File: src/design/rbe_pkg.sv
// Shared types and constants for the ray/box exit point block.
// No dependencies; the top level, divider cell, slab select and move modules import this package.
package rbe_pkg;

  localparam int RW    = 63;  // remainder width inside the divider chain
  localparam int QB    = 31;  // quotient bits produced by the chain
  localparam int NLANE = 4;   // min_x, max_x, min_y, max_y
  localparam logic [31:0] TSAT = 32'h7FFF_FFFF;

  typedef struct packed {
    logic [RW-1:0] rem;
    logic [QB-1:0] quo;
    logic          neg;
    logic          ovf;
  } lane_t;

  typedef struct packed {
    logic signed [31:0] dir_x;
    logic signed [31:0] dir_y;
    logic signed [31:0] org_x;
    logic signed [31:0] org_y;
    logic [31:0]        dmag_x;
    logic [31:0]        dmag_y;
    logic               par_x;
    logic               par_y;
  } side_t;

  typedef struct packed {
    side_t                  side;
    lane_t [NLANE-1:0]      lane;
  } div_t;

  typedef struct packed {
    logic signed [31:0] t;
    logic               used_exit;
    logic               no_dir;
    logic               sat;
    side_t              side;
  } sel_t;

endpackage

File: src/design/rbe_div_cell.sv
// One restoring-division cell: resolves quotient bit J for all four slab lanes.
// Depends on rbe_pkg.
module rbe_div_cell #(
  parameter int J = 0
) (
  input  logic         clk_i,
  input  logic         en_i,
  input  rbe_pkg::div_t d_i,
  output rbe_pkg::div_t d_o
);
  import rbe_pkg::*;

  div_t d_d, d_q;

  always_comb begin
    logic [RW-1:0] dsh;
    d_d = d_i;
    for (int l = 0; l < NLANE; l++) begin
      dsh = (l < 2) ? (RW'(d_i.side.dmag_x) << J) : (RW'(d_i.side.dmag_y) << J);
      if (d_i.lane[l].rem >= dsh) begin
        d_d.lane[l].rem    = d_i.lane[l].rem - dsh;
        d_d.lane[l].quo[J] = 1'b1;
      end
    end
  end

  always_ff @(posedge clk_i) begin
    if (en_i) d_q <= d_d;
  end

  assign d_o = d_q;
endmodule

File: config.mk
export PLATFORM = sky130hd
export DESIGN_NAME = rbe_div_cell
export DESIGN_NICKNAME = d
export VERILOG_FILES = /design/src/design/rbe_pkg.sv /design/src/design/rbe_div_cell.sv
export SDC_FILE = /design/constraint.sdc
export NUM_CORES = 1
export LEC_CHECK = 0
export BUFFER_PORTS_ARGS = -buffer_cell sky130_fd_sc_hd__clkbuf_2
export CAP_MARGIN = 25
export CORE_AREA = 2 2 446 448
export DETAILED_ROUTE_END_ITERATION = 8
export DIE_AREA = 0 0 448 450
export PLACE_DENSITY = 0.37
export SLEW_MARGIN = 30
export SYNTH_ARGS = -nofsm -noshare
export SYNTH_HDL_FRONTEND = slang
export SYNTH_SLANG_ARGS = --single-unit
export TNS_END_PERCENT = 50
File: constraint.sdc
create_clock -name clk_i -period 5.1 [get_ports clk_i]
set_input_delay 1.53 -clock clk_i [delete_from_list [all_inputs] [get_ports clk_i]]
set_output_delay 1.53 -clock clk_i [all_outputs]
set_load 0.01 [all_outputs]
==> results of run 1 <==
cell families (layout without fill, tap and decap cells):
family / Yosys count / after routing / share of synthesized area [%]
buffers and inverters: 197 / 1637 / 2.622
AND/OR/NAND/NOR: 737 / 737 / 12.50
multiplexers: 25 / 25 / 0.9627
flip-flops: 578 / 578 / 59.62
XOR/XNOR: 237 / 237 / 7.130
AO/OA/AOI/OAI: 536 / 536 / 11.22
adder cells (fa/ha/maj): 136 / 136 / 5.948
other: 0 / 24 / 0
final timing paths:
path | to | slack, ps | depth (start not counted)
max | d_o[75] | 490 | 16
min | d_o[209] | 980 | 1
cell usage in the layout, fill, tap and decap left out, drive strengths merged, types with 13 or more instances in the layout:
cell type	n
nor3	68
o211ai	13
clkbuf	1243
or4	26
xnor2	120
or3	27
o21bai	22
a21oi	220
a21o	60
o21ai	111
mux2	24
xor2	117
clkinv	34
diode	24
ha	132
buf	230
o31ai	14
nand3	46
a31oi	15
a211oi	13
nand4	50
inv	114
nand2	169
edfxtp	578
o21a	15
nor4	45
nor2	209
nand2b	25
worst max-delay path, stage by stage:
cell and delay, ps:
clkbuf_2 240, ha_1 210, inv_1 50, fa_1 380
a21oi_1 200, o21ai_0 130, a2111oi_0 460, buf_4 190
o31ai_1 90, nor2_1 240, o21ai_0 290, o211ai_1 360
nand4_1 260, buf_4 220, nor2_1 120, xor2_1 90
metal layers:
metal / track usage, % / part of all wire (%) / vias up
met1: 20.99 / 41 / 12960
met3: 4.636 / 8.4 / 251
li1: - / - / 11940
met5: 0 / 0.024 / -
met4: 5.487 / 2.6 / 6
met2: 27.30 / 48 / 1199
per-stage QoR:
stage / TNS (ps) / hold WS (ps) / setup WS (ps) / util [%] / total power, mW
floorplan: 0 / 1629 / 420.8 / - / 7.267
global placement: -812.2 / 1707 / -207.1 / 20.20 / 9.202
detailed placement: -874.0 / 1709 / -219.0 / 20.21 / 9.173
CTS: 0 / 893.5 / 545.1 / 21.59 / 15.29
global route: 0 / 936.3 / 279.2 / 21.61 / 15.66
finish: 0 / 977.7 / 486.9 / 21.62 / 15.00
where the power goes:
part | switching, mW | internal (mW) | leakage, nW | total (mW)
clock network | 2.46 | 3.49 | 1.32 | 5.95
registers | 0.232 | 5.81 | 5.66 | 6.04
logic | 1.88 | 1.13 | 10.8 | 3.01
layout make-up:
cell class                 count  area share, %
multi-input combinational   1671          25.86
timing repair buffer        1386          18.03
tap                         2640          7.770
inverter                     110         0.9712
clock inverter                54          1.680
sequential                   578          40.83
clock buffer                  87          4.721
antenna                       24         0.1413
==> results_dict.tcl, run 1 <==
set metrics [dict create \
    status "completed" \
    maxSlewHeadroom_pct 48.68 \
    ir_drop_mv 0.2525 \
    grt-ovfl-total 0 \
    cts.sinks 578 \
    dieWidth_um 448 \
    path_class "input pin to flop" \
    ys.warnings.count 0 \
    cts_max_level 3 \
    finalHoldViolCount 0 \
    port_buffers 1157 \
    cts_resized 0 \
    post_cts_buffers 0 \
    multi_input_comb_area_um2 10990 \
    pin_count 1158 \
    drtIter0Drc 2407 \
    grt_pass1_vias 25270 \
    syn_to_final_growth_pct 46.04 \
    grt_pass1_wl_mm 227.0 \
    fp.dieH_um 450 \
    antenna_found_initial 107 \
    tightest_slew_ps 765.2 \
    crit_start "d_i[418]" \
    syn_avg_cell_area_um2 11.90 \
    final_nets 4542 \
    drv_slew 0 \
    synth_cells 2446 \
    gp_congestion 0.9091 \
    required_ps 5550 \
    synth-main-ff-cell "edfxtp_1" \
    vias_per_cell 4.024 \
    crit_fanout 4 \
    ant_nets 0 \
    power_density_nw_per_um2 352.9 \
    min_period_ps 4613 \
    critPathLaunchType "input pin" \
    leakage_nw 17.79 \
    clk_pin_slew_ps 60 \
    max_freq_mhz 216.8 \
    yosysUniqueCellTypes 71 \
    dieArea_um2 201600 \
    design_area_um2 42510 \
    holdCritStartpoint "d_i[209]" \
    worstPathArrival_ps 5070 \
    core_um2 196600 \
    syn_nets 3162 \
    vias 26360 \
    drive_gt1_share_pct 40.17 \
    dpl-instance-area_um2 39730 \
    drc_errors 0 \
    syn-cell-area_um2 29110 \
    seqCellArea_um2 17360 \
    synth_top_area_cell "edfxtp_1" \
    hpwlAfterDp_mm 152.1 \
    end_kind "flop" \
    synth_common_cells "edfxtp_1, a21oi_1, nor2_1" \
    rsz0062_at_grt "no" \
    start_util_pct 14.81 \
    ctsHoldBuffers 0 \
    grtUsageTotal_pct 16.67 \
    period_share_pct 90.45 \
    num_rows 163 \
    cts_root_buf "clkbuf_16" \
    dr.pass1.iters 7 \
    seq_area_frac_synth_pct 59.62 \
    final_cells 6550 \
    numCtsBuffers 79 \
    async_flop_share_pct 0 \
    ys_top_cells_by_area "edfxtp_1, ha_1, a21oi_1, xnor2_1, xor2_1" \
    synth_edf_count 578 \
    clk_path_buf_depth 3 \
    cts_tree "done" \
    synth.top_cell.area_share_pct 59.62 \
    post-place-cells 6385 \
    ys_ff_latch 578 \
    totalWireLength_mm 176.1 \
    finalSetupViolations 0 \
    routedWlPerCell_um 26.89 \
    grt_start_max_net_pins 59 \
    yosysMostFrequentCell "edfxtp_1" \
    largest_reg_flops 578 \
    fillers 21700 \
    hp-class "input pin to flop" \
    max-cap-violations 0 \
]
No activity file was read; power rests on OpenSTA's default activity.
==> inputs of run 2 (changes only) <==
==> constraint.sdc (replaced) <==
create_clock -name clk_i -period 5.1 [get_ports clk_i]
set_input_delay 0.765 -clock clk_i [delete_from_list [all_inputs] [get_ports clk_i]]
set_output_delay 0.765 -clock clk_i [all_outputs]
set_load 0.01 [all_outputs]
==> run 2 against run 1 <==
Global-route usage is essentially flat. Combinational power fell by 5%. Critical path depth down 2. Sequential cell count unchanged. Fmax rose by 12%. Via count decreased by 1.7%. Worst setup slack gained 510 ps.
==> results_dict.tcl, run 2 (same netlist as run 1, synthesis figures left out) <==
set metrics [dict create \
    dieArea_um2 201600 \
    end_kind "flop" \
    drc_errors 0 \
    power_density_nw_per_um2 351.8 \
    hpwlAfterDp_mm 150.5 \
    grt-ovfl-total 0 \
    utilization_pct 20.81 \
    grt_start_max_net_pins 98 \
    crit_family "compound AO/OA/AOI/OAI gates" \
    power.total_mw 14.40 \
    p_int_mw 9.874 \
    finalHoldViolCount 0 \
    cts_max_level 3 \
    dieWidth_um 448 \
    ant_nets 0 \
    path_common_cell "o21ai_0" \
    final_common_cell "clkbuf_2" \
    worst_path_largest_cell_delay_ps 680 \
    drtIter0Drc 2377 \
    start_util_pct 14.81 \
    maxSlewHeadroom_pct 32.67 \
    final_cell_mix "clkbuf_2, edfxtp_1, a21oi_1, nor2_1, nand2_1" \
    rsz0062_at_grt "no" \
    min_period_ps 4107 \
    power_switching_mw 4.522 \
    clk_pin_slew_ps 60 \
    p_comb_share_pct 19.8 \
    fp.dieH_um 450 \
    vias_per_cell 4.057 \
    grt_pass1_vias 25020 \
    routedWlPerCell_um 27.58 \
    final_nets 4374 \
    largest_reg_flops 578 \
    leakage_nw 16.83 \
    critPathLaunchType "input pin" \
    clk_path_buf_depth 3 \
    sw_frac_of_total_pct 31.41 \
    grt_pass1_wl_mm 226.6 \
    grtUsageTotal_pct 16.66 \
    cts.sinks 578 \
    numCtsBuffers 78 \
    max-cap-violations 0 \
    period_share_pct 80.54 \
    hp-class "input pin to flop" \
    crit_buf_inv 2 \
    num_rows 163 \
    tightest_slew_ps 1001 \
    clkPwrFrac_pct 37.9 \
    cts_resized 0 \
    dr.pass1.iters 7 \
    gp_congestion 0.9015 \
    pin_count 1158 \
    crit_fanout 5 \
    drv_slew 0 \
    vias 25910 \
    antenna_found_initial 106 \
    post_cts_buffers 0 \
    crit_chain "clkbuf_2 -> ha_1 -> inv_1 -> fa_1 -> a21oi_1 -> o21ai_0 -> a2111oi_0 -> o31ai_1 -> nor2_1 -> o21ai_0 -> o211ai_1 -> nand4_1 -> nor4_1 -> xor2_1" \
    finalSetupViolations 0 \
    ctsHoldBuffers 0 \
    drive_gt1_share_pct 37.02 \
    core_um2 196600 \
    required_ps 5530 \
    final.setup.tns_ps 0 \
    syn_to_final_growth_pct 40.55 \
    ir_drop_mv 0.2425 \
    crit_slowest_cell "a2111oi_0" \
    worstPathArrival_ps 4530 \
    port_buffers 1157 \
    status "completed" \
    totalWireLength_mm 176.2 \
    max_freq_mhz 243.5 \
    seqPwrFrac_pct 42.3 \
    cts_tree "done" \
    path_class "input pin to flop" \
    cts_root_buf "clkbuf_16" \
    fillers 21740 \
]
run 2: metrics by stage:
step | hold WS [ps] | setup slack [ps] | instances | instance area, um^2
2_1_floorplan | 863.9 | 1186 | 2446 | 29110
5_1_grt | 172.6 | 772.3 | 6380 | 40900
4_1_cts | 141.1 | 1068 | 6360 | 40850
3_5_place_dp | 943.6 | 269.7 | 6218 | 38410
3_3_place_gp | 941.7 | 252.2 | 6218 | 38410
6_report | 226.2 | 992.7 | 6387 | 40920
run 2: path summary, 6_finish.rpt:
path,to,from,cells past startpoint,slack (ps)
worst max-delay path,d_o[91],d_i[418],14,990
worst min-delay path,d_o[455],d_i[455],1,230
run 2: layout make-up:
type                            instances  area (um^2)  area share, %
Sequential cell                       578        17360          42.42
Clock buffer                           98         2048          5.006
Antenna cell                           27        67.56         0.1651
Multi-Input combinational cell       1671        10990          26.87
Timing Repair Buffer                 1219         6341          15.50
Clock inverter                         44        391.6         0.9572
Inverter                              110        412.9          1.009
Tap cell                             2640         3303          8.073
run 2: power by group through the flow:
| stage | clock (mW) | combinational [mW] | sequential (mW) |
|---|---|---|---|
| final | 5.46 | 2.85 | 6.09 |
| after global placement | 0 | 2.89 | 6.19 |
| after floorplan | 0 | 0.985 | 6.28 |
| after detailed placement | 0 | 2.87 | 6.19 |
| after CTS | 5.67 | 2.88 | 6.10 |
| after global routing | 5.82 | 3.09 | 6.13 |
run 2: metal layers:
metal,share of wire (%),wire [um],track usage [%],up-vias
li1,-,-,-,11640
met1,42,74210,21.16,12880
met2,47,82950,26.97,1134
met3,7.9,13980,4.536,246
met4,2.8,4948,5.861,10
met5,0.038,67,0,-
