==> config.mk <==
export PLATFORM = sky130hd
export DESIGN_NAME = rbe_slab_sel
export DESIGN_NICKNAME = d
export VERILOG_FILES = /design/src/design/rbe_pkg.sv /design/src/design/rbe_slab_sel.sv
export SDC_FILE = /design/constraint.sdc
export NUM_CORES = 1
export LEC_CHECK = 0
export BUFFER_PORTS_ARGS = -buffer_cell sky130_fd_sc_hd__buf_2
export CAP_MARGIN = 10
export CORE_AREA = 2 2 317 319
export CTS_CLUSTER_SIZE = 20
export DETAILED_ROUTE_END_ITERATION = 7
export DIE_AREA = 0 0 319 321
export SYNTH_ARGS = -nofsm -noshare
export SYNTH_HDL_FRONTEND = slang
export SYNTH_SLANG_ARGS = --single-unit
export TNS_END_PERCENT = 30
==> constraint.sdc <==
create_clock -name clk_i -period 11.6 [get_ports clk_i]
set_input_delay 0.58 -clock clk_i [delete_from_list [all_inputs] [get_ports clk_i]]
set_output_delay 0.58 -clock clk_i [all_outputs]
set_load 0.01 [all_outputs]
==> src/design/rbe_pkg.sv <==
// Shared types and constants for the ray/box exit point block.
// No dependencies; the top level, divider cell, slab select and move modules import this package.
package rbe_pkg;

  localparam int RW    = 63;  // remainder width inside the divider chain
  localparam int QB    = 31;  // quotient bits produced by the chain
  localparam int NLANE = 4;   // min_x, max_x, min_y, max_y
  localparam logic [31:0] TSAT = 32'h7FFF_FFFF;

  typedef struct packed {
    logic [RW-1:0] rem;
    logic [QB-1:0] quo;
    logic          neg;
    logic          ovf;
  } lane_t;

  typedef struct packed {
    logic signed [31:0] dir_x;
    logic signed [31:0] dir_y;
    logic signed [31:0] org_x;
    logic signed [31:0] org_y;
    logic [31:0]        dmag_x;
    logic [31:0]        dmag_y;
    logic               par_x;
    logic               par_y;
  } side_t;

  typedef struct packed {
    side_t                  side;
    lane_t [NLANE-1:0]      lane;
  } div_t;

  typedef struct packed {
    logic signed [31:0] t;
    logic               used_exit;
    logic               no_dir;
    logic               sat;
    side_t              side;
  } sel_t;

endpackage

==> src/design/rbe_slab_sel.sv <==
// Slab sort and parameter choice: builds signed t per lane, picks entry or exit.
// Depends on rbe_pkg.
module rbe_slab_sel (
  input  logic          clk_i,
  input  logic          en_i,
  input  rbe_pkg::div_t d_i,
  output rbe_pkg::sel_t s_o
);
  import rbe_pkg::*;

  sel_t s_d, s_q;

  always_comb begin
    logic signed [31:0] t [NLANE];
    logic signed [31:0] lo_x, hi_x, lo_y, hi_y, tmin, tmax;
    logic [31:0] m;
    for (int l = 0; l < NLANE; l++) begin
      m = d_i.lane[l].ovf ? TSAT : {1'b0, d_i.lane[l].quo};
      t[l] = d_i.lane[l].neg ? -$signed(m) : $signed(m);
    end
    lo_x = (t[0] < t[1]) ? t[0] : t[1];
    hi_x = (t[0] < t[1]) ? t[1] : t[0];
    lo_y = (t[2] < t[3]) ? t[2] : t[3];
    hi_y = (t[2] < t[3]) ? t[3] : t[2];
    if (d_i.side.par_x) begin
      lo_x = -$signed(TSAT);
      hi_x = $signed(TSAT);
    end
    if (d_i.side.par_y) begin
      lo_y = -$signed(TSAT);
      hi_y = $signed(TSAT);
    end
    tmin = (lo_x > lo_y) ? lo_x : lo_y;
    tmax = (hi_x < hi_y) ? hi_x : hi_y;
    s_d.side      = d_i.side;
    s_d.no_dir    = d_i.side.par_x & d_i.side.par_y;
    s_d.used_exit = !(tmin > 0);
    s_d.t         = (tmin > 0) ? tmin : tmax;
    s_d.sat       = (!d_i.side.par_x & (d_i.lane[0].ovf | d_i.lane[1].ovf)) |
                    (!d_i.side.par_y & (d_i.lane[2].ovf | d_i.lane[3].ovf));
  end

  always_ff @(posedge clk_i) begin
    if (en_i) s_q <= s_d;
  end

  assign s_o = s_q;
endmodule

==> metrics.txt, run 1 <==
Netlist cell types 96; hold_buf cts 0; part of the cycle the worst path needs 89.37%; Syn Inst Count 1830; TritonCTS clock tree done; Slew Limit Fails 0; largest net degree at the start of global routing 147; Slowest cell on crit path or4_4; post-route ant nets 0; Setup-failing EPs final 0; Syn Std Cell Area 0.01729 mm2; Critical Path Max Stage Delay 540 ps; clock buffer count from CTS 26; largest cells by area after synthesis edfxtp_1 (40%), ha_1 (9.0%), nor2_1 (5.8%); commonest non-fill, non-tap cell in the layout buf_2; CTS resizes 0; total global routing overflow 0; Root Buffer clkbuf_16; 1st-iter DRT viols 1436; crit end category flop; I/O pin count 809; setup TNS 0 ps; CTS Sinks 229; minimum clock period 10370 ps; startpoint type of the worst setup path input pin; layout cells sized above 1 30.73%; P_leak 9.358 nW; outcome completed; Synth async-reset ratio 0%; Synth Area per Inst 9.448 um2; area grow syn2layout 32.54%; Clock Pin Slew Worst Setup and Hold Paths 70 ps; Critical Path RT 11910 ps; WS Path Type input pin to flop; Mapped Nets 2535; vias in the first global route 16370; final hold vios 0; vias 17410; sequential area share after synthesis 39.77%; synth warn 0; Setup Fix Bufs, Post-CTS 0; pwr dens 138.1 mW/mm2; Core Region 0.09928 mm2; Initial Util 17.42%; Initial DRT Pass Iterations 5; filler cell count 10890; most frequent cells in the layout buf_2 (555), nor2_1 (268), edfxtp_1 (229), a21oi_1 (159), ha_1 (125); worst vdd ir 0.09374 mV; vias per std cell 4.669; die outline width 319 um; MaxCap Viol Count 0; relative slew slack 17.45%; share of the synthesized area in the top cell type 39.77%; initial antenna violation count 34; Largest register FFs 229; register bit count reported by yosys 229; RSZ-0062 raised after global routing false; Routability Congestion 0.9387; global-route wire length before repair 128200 um; final WL 95960 um; Worst Tran Pin Value 1234 ps; port buffer count 556; Total GRT Usage 17.85%; Hold Worst Slack 191.0 ps; Crit Path Max Fanout 27; HPWL Detailed 80500 um; Rows 116; Design Power 0.003164 W; clk buf depth 3; final net count 3104; critical path data arrival time 10680 ps; worst min path class input pin to flop; Synth Flop Type edfxtp_1; Residual DRC 0; height of the chip 321 um; die area 0.1024 mm2; fmax 0.09646 GHz; Post-synth EDFFs 229; routed len/inst 25.74 um; # H-tree levels 1; area leader, netlist edfxtp_1
cell families (layout without fill, tap and decap cells):
kind of cell / after synthesis / in the layout / synth area share [%]
and+or+nand+nor: 661 / 661 / 19.55
AOI/OAI and AO/OA: 517 / 517 / 20.03
DFF: 229 / 229 / 39.77
buffers and inverters: 167 / 755 / 3.966
adders and majority gates: 125 / 125 / 9.046
muxes: 93 / 93 / 5.667
xor gates and xnor gates: 38 / 38 / 1.968
other: 0 / 12 / 0
Yosys cell counts, types with 11 or more instances:
cell type and count:
nor2_1 268, edfxtp_1 229, a21oi_1 159, ha_1 125, nand2_1 85, o21ai_0 75
inv_1 65, clkbuf_1 59, mux2i_1 59, a21o_1 58, a211oi_1 50, nand2b_1 43
nand4_1 38, nor3_1 38, or3_1 35, buf_1 27, nand3_1 26, o22ai_1 24
mux2_1 21, xnor2_1 21, and2_1 18, or4_1 17, a2bb2oi_1 16, xor2_1 16
a31oi_1 15, nor2b_1 15, nor4_1 15, a211o_1 12, o31ai_1 12, or2_2 12
mux2_2 11, o211ai_1 11
per-layer routing:
metal	global-route usage, %	part of all wire (%)
met1	16.26	32
met4	12.85	8.2
met3	3.236	5.5
met5	0	0.17
met2	35.21	55
metrics by stage:
| stage | cells | utilization, % | setup slack, ps | cell area, um2 |
|---|---|---|---|---|
| after floorplan | 1830 | - | 1607 | 17290 |
| after global placement | 3669 | 22.17 | 757.4 | 22010 |
| after detailed placement | 3669 | 22.17 | 782.8 | 22010 |
| after CTS | 3716 | 23.05 | 1351 | 22880 |
| after global routing | 3722 | 23.07 | 784.5 | 22900 |
| final | 3728 | 23.08 | 1233 | 22910 |
critical path, delay by kind of cell:
kind	cells	cell delay (ps)
compound gates	14	4010
fa+ha+maj	3	850
buf+inv	7	1280
mux	2	310
simple gates	13	3590
layout make-up:
type                    count  area [um2]  area share, %
flip-flops and latches    229        6877          30.01
well taps                1298        1624          7.087
clock inverters            14       180.2         0.7863
diodes                     12       30.03         0.1310
inverters                  66       247.7          1.081
clock buffers              33       698.2          3.047
repair buffers            642        3513          15.33
multi-input cells        1434        9744          42.52
final timing paths:
kind | startpoint | endpoint | slack (ps) | cells past startpoint
max | d_i[192] | s_o[217] | 1230 | 39
min | d_i[458] | s_o[74] | 190 | 1
power by group:
| part | switching, W | internal, W | total [W] |
|---|---|---|---|
| clock network | 0.000361 | 0.000499 | 0.000860 |
| logic | 0.000775 | 0.000465 | 0.00124 |
| registers | 0.0000411 | 0.00102 | 0.00106 |
| total | 0.00118 | 0.00199 | 0.00316 |
Power figures use the tool's default switching activity.
==> run 2: changes to the inputs <==
--- a/config.mk
+++ b/config.mk
@@ -11,6 +11,8 @@
 export CTS_CLUSTER_SIZE = 20
 export DETAILED_ROUTE_END_ITERATION = 7
 export DIE_AREA = 0 0 319 321
+export REMOVE_ABC_BUFFERS = 1
+export SETUP_SLACK_MARGIN = 0.4
 export SYNTH_ARGS = -nofsm -noshare
 export SYNTH_HDL_FRONTEND = slang
 export SYNTH_SLANG_ARGS = --single-unit
==> run 2 against run 1 <==
Compared with the run above:
- sequential share of layout area rose by 0.53 points
- wire length fell by 10%
- power fell by 3.5%
- global-route usage fell by 1.9 points
- flip-flop and latch count did not move
- largest power group is now sequential cells
- clock-buffer cell count fell by 2
- maximum frequency fell by 1.8%
- core utilization fell by 0.40 points
- combinational power fell by 14%
- non-clock buffer count fell by 45
==> metrics.txt, run 2 (synthesis gave the netlist of run 1 again) <==
met2 Usage GRT 31.51% (-3.7 points); worst min path class input pin to flop; routed len/inst 23.42 um (-9.0%); Initial DRT Pass Iterations 5 (unchanged); hold_buf cts 0 (unchanged); RSZ-0062 raised after global routing false; Largest delay share family, worst path simple AND/OR/NAND/NOR gates; total global routing overflow 0 (unchanged); fmax 0.09470 GHz (-1.8%); fin cells 3681 (-1.3%); Rows 116 (unchanged); global-route wire length before repair 116000 um (-9.5%); Initial Util 17.42% (unchanged); pwr dens 135.5 mW/mm2 (-1.8%); Crit Path Max Fanout 61 (+130%); Slew Limit Fails 0 (unchanged); Setup Fix Bufs, Post-CTS 0 (unchanged); crit end category flop; clk buf depth 3 (unchanged); P_leak 9.151 nW (-2.2%); Worst Tran Pin Value 1099 ps (-135.1 ps); vias in the first global route 15640 (-4.5%); Global Route met3 Usage 4.112% (+0.88 points); MaxCap Viol Count 0 (unchanged); outcome completed; # H-tree levels 1 (unchanged); CTS Sinks 229 (unchanged); post-route ant nets 0 (unchanged); most frequent cells in the layout buf_2 (555), nor2_1 (268), edfxtp_1 (229), a21oi_1 (159), ha_1 (125); layout cells sized above 1 29.42% (-1.3 points); met1 Use GR 15.16% (-1.1 points); Critical Path Most Common Cell ha_1; largest net degree at the start of global routing 101 (-31%); WS Path Type input pin to flop; 1st-iter DRT viols 1175 (-18%); CP endpoint s_o[214]; commonest non-fill, non-tap cell in the layout buf_2; height of the chip 321 um (unchanged); critical path data arrival time 10910 ps (+230 ps); area grow syn2layout 30.26%; vias per std cell 4.578 (-1.9%); Critical Path Max Stage Delay 640 ps (+100 ps); Register Area 0.006877 mm2 (unchanged); Design Power 0.003053 W (-3.5%); HPWL Detailed 71680 um (-11%); Residual DRC 0 (unchanged); final hold vios 0 (unchanged); Root Buffer clkbuf_16; Largest register FFs 229 (unchanged); CP startpoint d_i[192]; relative slew slack 25.98% (+8.5 points); die area 0.1024 mm2 (unchanged); clock buffer count from CTS 27 (+3.8%); minimum clock period 10560 ps (+193.0 ps); Clock Pin Slew Worst Setup and Hold Paths 70 ps (about the same); buffers plus inverters on the worst setup path 5 (-2); filler cell count 10990 (+0.87%); Critical Path RT 11950 ps (+40 ps); Routability Congestion 0.8780 (-6.5%); Levels on crit path 35 (-10%); final net count 3060 (-1.4%); I/O pin count 809 (unchanged); busiest grt layer met2; initial antenna violation count 37 (+8.8%); part of the cycle the worst path needs 91.03% (+1.7 points); vias 16850 (-3.2%); worst vdd ir 0.09398 mV (+0.26%); TritonCTS clock tree done; Slowest cell on crit path a41oi_4; die outline width 319 um (unchanged); final WL 86220 um (-10%); port buffer count 556 (unchanged); Core Region 0.09928 mm2 (unchanged); startpoint type of the worst setup path input pin; placed cells 3624 (-1.2%); CTS resizes 0 (unchanged); Total GRT Usage 15.90% (-1.9 points); post-layout util 22.68% (-0.40 points); Setup-failing EPs final 0 (unchanged); multi-input logic area 0.009744 mm2 (unchanged)
## run 2: cell types whose count changed in the layout (fill, tap and decap cells not counted)
cell / change
buf_12: -5
buf_4: -40
bufinv_16: +1
clkbuf_1: -2
clkinv_1: +4
clkinv_2: +4
clkinv_4: -1
clkinv_8: -1
clkinvlp_4: -3
diode_2: -5
inv_6: +1
## run 2: metal layers
layer	vias to the layer above	routed length, um
li1	7999	-
met2	652	47110
met3	153	6207
met1	8011	28400
met5	-	232
met4	38	4270
## run 2: final cells by class
cell class	count	area share [%]
multi-input combinational	1434	43.27
sequential	229	30.54
timing repair buffer	597	13.82
tap	1298	7.212
clock buffer	31	3.067
inverter	66	1.100
clock inverter	19	0.9167
antenna	7	0.07778
## run 2: worst min path at each step
stage / cells after the start / from / slack, ps / endpoint
detailed placement: 1 / d_i[413] / 760 / s_o[29]
finish: 1 / d_i[519] / 170 / s_o[135]
global placement: 1 / d_i[415] / 760 / s_o[31]
floorplan: 0 / d_i[384] / 680 / s_o[0]
CTS: 1 / d_i[519] / 110 / s_o[135]
global route: 1 / d_i[448] / 140 / s_o[64]
## run 2: where the power goes
part           total [W]  switching (W)  internal [W]
Combinational    0.00107       0.000665      0.000408
Sequential       0.00109      0.0000643       0.00103
Clock           0.000890       0.000373      0.000517
## run 2: stage by stage
step	cell area, um2	worst slack [ps]	hold WS [ps]	setup TNS [ps]
finish	22520	1040	170.3	0
CTS	22500	1340	113.5	0
detailed placement	21610	752.5	758.3	0
global placement	21610	813.7	756.9	0
global route	22510	521.0	141.1	0
floorplan	16850	-1513	678.9	-43090
